==> src/rtl/tpg_pkg.sv <==
package tpg_pkg;

  localparam int CFG_W   = 13;
  localparam int IDX_W   = 2;
  localparam int COORD_W = 12;
  localparam int COLOR_W = 24;
  localparam int GEO_W   = 15;

  localparam logic [IDX_W-1:0] REG_FRAME_WIDTH  = IDX_W'(0);
  localparam logic [IDX_W-1:0] REG_FRAME_HEIGHT = IDX_W'(1);

  // Register stages between the frame size registers and the geometry the
  // pixel datapath uses.
  localparam int GEO_LAT = 4;

  typedef logic signed [GEO_W-1:0] coord_t;

  // Precomputed edges of every rectangle of the pattern. Right and bottom
  // edges are exclusive.
  typedef struct packed {
    coord_t       w;
    coord_t       h;
    coord_t       b;
    coord_t [8:0] bar_x;
    coord_t       bar_y1;
    coord_t       red_x1;
    coord_t       mk_y0;
    coord_t       mk_y1;
    coord_t       grn_x0;
    coord_t       inner_x1;
    coord_t       blu_x0;
    coord_t       blu_x1;
    coord_t       blu_y0;
    coord_t       inner_y1;
    coord_t [8:0] chk_x;
    coord_t [6:0] chk_y;
  } geom_t;

endpackage

==> src/rtl/tpg_pixel.sv <==
module tpg_pixel (
  input  logic                        clk,
  input  logic                        rst,
  input  logic                        hold,
  input  tpg_pkg::geom_t              geom,
  input  logic                        in_valid,
  output logic                        in_ready,
  input  logic [tpg_pkg::COORD_W-1:0] pixel_x,
  input  logic [tpg_pkg::COORD_W-1:0] pixel_y,
  output logic                        out_valid,
  input  logic                        out_ready,
  output logic [tpg_pkg::COLOR_W-1:0] pixel_color,
  output logic                        inside_res
);
  import tpg_pkg::*;

  localparam logic [COLOR_W-1:0] BG_COLOR     = 24'h27475f;
  localparam logic [COLOR_W-1:0] RED_COLOR    = 24'hff3030;
  localparam logic [COLOR_W-1:0] GRN_COLOR    = 24'h30ff30;
  localparam logic [COLOR_W-1:0] BLU_COLOR    = 24'h3060ff;
  localparam logic [COLOR_W-1:0] CHK_LIGHT    = 24'hd8e8e8;
  localparam logic [COLOR_W-1:0] CHK_DARK     = 24'h304050;
  localparam logic [COLOR_W-1:0] BORDER_COLOR = 24'hf0f0f0;
  localparam logic [COLOR_W-1:0] BAR_COLOR [8] = '{
    24'hffffff, 24'hffff00, 24'h00ffff, 24'h00ff00,
    24'hff00ff, 24'hff0000, 24'h0000ff, 24'h202020
  };

  function automatic logic ge(coord_t a, coord_t c);
    return a >= c;
  endfunction

  function automatic logic lt(coord_t a, coord_t c);
    return a < c;
  endfunction

  function automatic logic in_rect(coord_t px, coord_t py, coord_t x0, coord_t x1,
                                   coord_t y0, coord_t y1);
    return ge(px, x0) && lt(px, x1) && ge(py, y0) && lt(py, y1);
  endfunction

  logic               s1_valid;
  logic [COORD_W-1:0] s1_x, s1_y;
  logic               out_en, s1_take;

  coord_t             px, py;
  logic               in_frame;
  logic               col_odd, row_odd;
  logic [COLOR_W-1:0] color;

  assign out_en   = !out_valid || out_ready;
  assign s1_take  = !s1_valid || out_en;
  assign in_ready = s1_take && !hold;

  always_ff @(posedge clk) begin
    if (rst) begin
      s1_valid  <= 1'b0;
      out_valid <= 1'b0;
    end else begin
      if (s1_take) begin
        s1_valid <= in_valid && in_ready;
      end
      if (out_en) begin
        out_valid <= s1_valid;
      end
    end
  end

  always_ff @(posedge clk) begin
    if (in_valid && in_ready) begin
      s1_x <= pixel_x;
      s1_y <= pixel_y;
    end
    if (out_en && s1_valid) begin
      pixel_color <= color;
      inside_res  <= in_frame;
    end
  end

  // Layers are painted in order; a later layer wins.
  always_comb begin
    px       = coord_t'(s1_x);
    py       = coord_t'(s1_y);
    in_frame = lt(px, geom.w) && lt(py, geom.h);
    color    = BG_COLOR;
    for (int i = 0; i < 8; i++) begin
      if (in_rect(px, py, geom.bar_x[i], geom.bar_x[i+1], geom.b, geom.bar_y1)) begin
        color = BAR_COLOR[i];
      end
    end
    if (in_rect(px, py, geom.b, geom.red_x1, geom.mk_y0, geom.mk_y1)) begin
      color = RED_COLOR;
    end
    if (in_rect(px, py, geom.grn_x0, geom.inner_x1, geom.mk_y0, geom.mk_y1)) begin
      color = GRN_COLOR;
    end
    if (in_rect(px, py, geom.blu_x0, geom.blu_x1, geom.blu_y0, geom.inner_y1)) begin
      color = BLU_COLOR;
    end
    // The tile index is the number of tile edges passed, so its parity is
    // the XOR of the edge compares.
    col_odd = 1'b0;
    for (int k = 1; k < 8; k++) begin
      col_odd = col_odd ^ ge(px, geom.chk_x[k]);
    end
    row_odd = 1'b0;
    for (int k = 1; k < 6; k++) begin
      row_odd = row_odd ^ ge(py, geom.chk_y[k]);
    end
    if (in_rect(px, py, geom.chk_x[0], geom.chk_x[8], geom.chk_y[0], geom.chk_y[6])) begin
      color = (col_odd ^ row_odd) ? CHK_LIGHT : CHK_DARK;
    end
    if (lt(px, geom.b) || lt(py, geom.b) ||
        ge(px, geom.inner_x1) || ge(py, geom.inner_y1)) begin
      color = BORDER_COLOR;
    end
    if (!in_frame) begin
      color = '0;
    end
  end

`ifndef SYNTHESIS
  assert property (@(posedge clk) disable iff (rst)
    out_valid && !inside_res |-> pixel_color == '0)
    else $error("pixel outside the frame carries a color");
  assert property (@(posedge clk) disable iff (rst)
    s1_valid && !out_valid |=> out_valid)
    else $error("input stage word not moved into the output register");
`endif

endmodule

==> config.mk <==
export PLATFORM = sky130hd
export DESIGN_NAME = tpg_pixel
export DESIGN_NICKNAME = d
export VERILOG_FILES = /design/src/rtl/tpg_pkg.sv /design/src/rtl/tpg_pixel.sv
export SDC_FILE = /design/constraint.sdc
export NUM_CORES = 1
export LEC_CHECK = 0
export BUFFER_PORTS_ARGS = -buffer_cell sky130_fd_sc_hd__buf_2
export CORE_AREA = 4 4 242 244
export CTS_CLUSTER_DIAMETER = 120
export DETAILED_ROUTE_END_ITERATION = 7
export DIE_AREA = 0 0 246 248
export PLACE_DENSITY = 0.5
export SYNTH_ARGS = -nofsm -noshare
export SYNTH_HDL_FRONTEND = slang
export SYNTH_SLANG_ARGS = --single-unit
==> constraint.sdc <==
create_clock -name clk -period 5.6 [get_ports clk]
set_input_delay 1.12 -clock clk [delete_from_list [all_inputs] [get_ports clk]]
set_output_delay 1.12 -clock clk [all_outputs]
set_load 0.03 [all_outputs]
==> reports/metrics.yaml <==
global_route:
  grt_pass1_vias: 16400
  grt_pass1_wl_um: 95600
  grt_max_degree: 26
  grt.total_usage_pct: 20.6
  grt_remaining_overflow: 0
  antenna_found_initial: 23
timing:
  rsz0062_at_grt: "false"
  finalHoldViolCount: 0
  report.final.setup_viol: 0
  finalMaxSlewViolations: 0
  min_period_over_period_pct: 76.6
  worst_pin_slew_ps: 971
  skew_ps: 5.19
  relSlewSlack_pct: 35.3
  hold_ws_ps: 519
  period_minus_slack_ps: 4290
  max_freq_mhz: 233
  layout_setup_ws_ps: 1310
  fin_setup_tns_ps: 0
critical_path:
  crit_path_start_kind: "input port"
  slowest_delay_ps: 560
  critPathCaptureType: "flip-flop"
  critical_path_arrival_ps: 4320
  crit_type: "input port to flip-flop"
  path_cells: "buf_2 -> inv_1 -> ha_1 -> a21o_1 -> a21o_1 -> a221o_1 -> a221oi_1 -> o21ai_1 -> nor4_2 -> nand2b_1 -> o21ba_1 -> nor2_1 -> o22ai_1"
  slowest_stage: "nor4_2"
  path_buf_inv: 2
  cp_max_fo: 8
  cp.required_ps: 5630
  path_delay_family: "compound AO/OA/AOI/OAI gates"
  crit_top_cell: "a21o_1"
logic_synthesis:
  synth_compound_area_share_pct: 21.5
  synth_area_mm2: 0.0138
  syn_inst: 1788
  synthDistinctLibCells: 71
  synth_top_family_by_area: "adder cells"
  synth.mux.area_fraction_pct: 0
  ys_warn_count: 0
  ys_seq_elements: 44
  synth-edff-count: 42
  synth_area_per_cell_um2: 7.72
  synth-simple-area-share_pct: 14.4
  ys.flop_type: "edfxtp_1"
  synth_fp_nets: 2846
  synth_fa_ha_area_share_pct: 41.6
  ys_seq_area_share_pct: 9.42
  async_flop_share_pct: 0
  synthXorXnorAreaFrac_pct: 0.770
floorplanning:
  start_util_pct: 24.5
  die_w_um: 246
  fp-row-count: 87
  die-area_mm2: 0.0610
  fp.dieH_um: 248
  core-area_mm2: 0.0563
  design.portCount: 626
clock_network:
  htree_levels: 2
  root_buffer: "clkbuf_16"
  clock-sinks: 44
  cts_inserted_buffers: 5
  clock_latency_ps: 300
  cts_tree: "built"
  ctsHoldBuffers: 0
  cts_resized: 0
  cts_buffer_depth: 2
  clkTransAtPathRegs_ps: 70
  postCtsSetupRepairBufs: 0
placed_design:
  post-dp-hpwl_um: 58100
  gp_congestion: 0.943
  place_ws_ps: 917
  io_buffers: 625
final_layout:
  drive_above_1_share_pct: 28.0
  final_common_cell: "buf_2"
  syn2layout_area_growth_pct: 33.0
  layout.nets: 3511
  mostFrequentLayoutCells: "buf_2 (625), ha_1 (459), inv_1 (441), a21oi_1 (121), nor2_1 (91)"
route:
  drcViolationCount: 0
  detail-route-antenna-nets: 0
  drt_iter0_markers: 547
  vias_per_cell: 4.78
  wl_um: 66300
  wl_per_cell_um: 20.6
  drtPass1Iterations: 4
  via_count: 15400
worst_hold_path:
  hold_path_class: "flip-flop to flip-flop"
pwr:
  power.leakage_nw: 11.0
  p_per_area_mw_per_mm2: 103
  vdd.ir_drop.worst_uv: 94.3
status:
  status: "finished, final reports clean"
job:
  maxCapViolCount: 0
-- cell usage after synthesis, types with 3 or more instances --
cell	n	area, um^2
nand3b_1	4	30.0
a311oi_1	3	26.3
nand4_1	35	219
a2111oi_0	12	105
nor3_1	35	175
nand4b_1	4	35.0
a21boi_1	4	30.0
o21bai_1	10	75.1
or4_1	3	22.5
buf_4	7	52.6
o31ai_1	6	45.0
xnor2_1	6	52.6
or3_1	4	25.0
edfxtp_1	42	1260
o21ai_0	58	290
o22ai_1	8	50.1
nor4_1	13	81.3
nor2b_1	26	163
and3_1	14	87.6
o2111ai_1	8	70.1
and2_1	3	18.8
a21o_1	72	541
inv_1	441	1660
a211oi_1	30	225
a21oi_1	121	606
and4_1	5	43.8
ha_1	459	5740
a41oi_1	3	26.3
o21ba_1	3	30.0
a221oi_1	4	35.0
o31a_1	3	26.3
nand2b_1	25	156
o211ai_1	21	158
nand3_1	47	235
o21ai_1	21	105
nand2_1	54	203
a31oi_1	10	62.6
nor2_1	91	342
a211o_1	8	70.1
o21a_1	24	180
-- cells by family after synthesis --
logic type,after synthesis
AOI/OAI and AO/OA,449
xor gates and xnor gates,9
adders and majority gates,459
buffers and inverters,448
DFF,44
and+or+nand+nor,379
-- registers in the layout, summed over array words and instances, names as in the netlist --
| register | count |
|---|---|
| pixel_color | 17 |
| s1_x | 12 |
| s1_y | 12 |
| inside_res | 1 |
| out_valid | 1 |
| s1_valid | 1 |
-- worst reg2reg max path, stage by stage (launching register included) --
cell      delay, ps
edfxtp_1        620
inv_1           380
buf_4           410
ha_1            230
nor2b_1          40
o21a_1          160
o21a_1          160
o21ai_1         190
o211ai_1        170
a31oi_1         390
nand3_1         310
nor3_1          250
buf_4           190
nor3b_1         380
a21oi_1         120
-- path summary, 6_finish.rpt --
path / cells past startpoint / slack [ps] / to / from
worst min register to register: 2 / 520 / out_valid$_SDFFE_PP0P_ / s1_valid$_SDFFE_PP0N_
worst min-delay path: 2 / 520 / out_valid$_SDFFE_PP0P_ / s1_valid$_SDFFE_PP0N_
worst max-delay path: 13 / 1310 / pixel_color[22]$_SDFFCE_PN0P_ / geom[384]
worst max register to register: 14 / 1360 / pixel_color[13]$_SDFFCE_PN0P_ / s1_x[0]$_DFFE_PP_
-- metrics by stage --
stage | power [mW] | cells | instance area, um^2 | utilization [%]
finish | 1.89 | 3217 | 18400 | 32.6
global route | 2.08 | 3213 | 18400 | 32.6
CTS | 1.92 | 3210 | 18400 | 32.6
detailed placement | 1.54 | 3202 | 18200 | 32.3
global placement | 1.52 | 3202 | 18200 | 32.3
floorplan | 1.02 | 1788 | 13800 | -
-- power breakdown --
| group | total (mW) | switching, mW | internal, mW |
|---|---|---|---|
| Clock | 0.365 | 0.152 | 0.213 |
| Sequential | 0.400 | 0.0259 | 0.374 |
| Combinational | 1.12 | 0.607 | 0.517 |
-- area by class of cell --
| type | count | area, um^2 |
|---|---|---|
| diodes | 7 | 17.5 |
| clock buffers | 5 | 125 |
| clock inverters | 3 | 46.3 |
| fillers | 6138 | 37900 |
| inverters | 441 | 1660 |
| multi-input cells | 1296 | 10800 |
| flip-flops and latches | 44 | 1300 |
| well taps | 756 | 946 |
| repair buffers | 665 | 3470 |
-- routing by layer --
metal  part of all wire (%)  vias up  routed length [um]  GRT usage, %
met5                   0.30        -                 196             0
met4                    1.9       32                1260          3.60
met3                    6.3       82                4190          3.57
met2                     50      516               33400          39.2
met1                     41     7051               27300          24.5
li1                       -     7684                   -             -
Power figures use the tool's default switching activity.
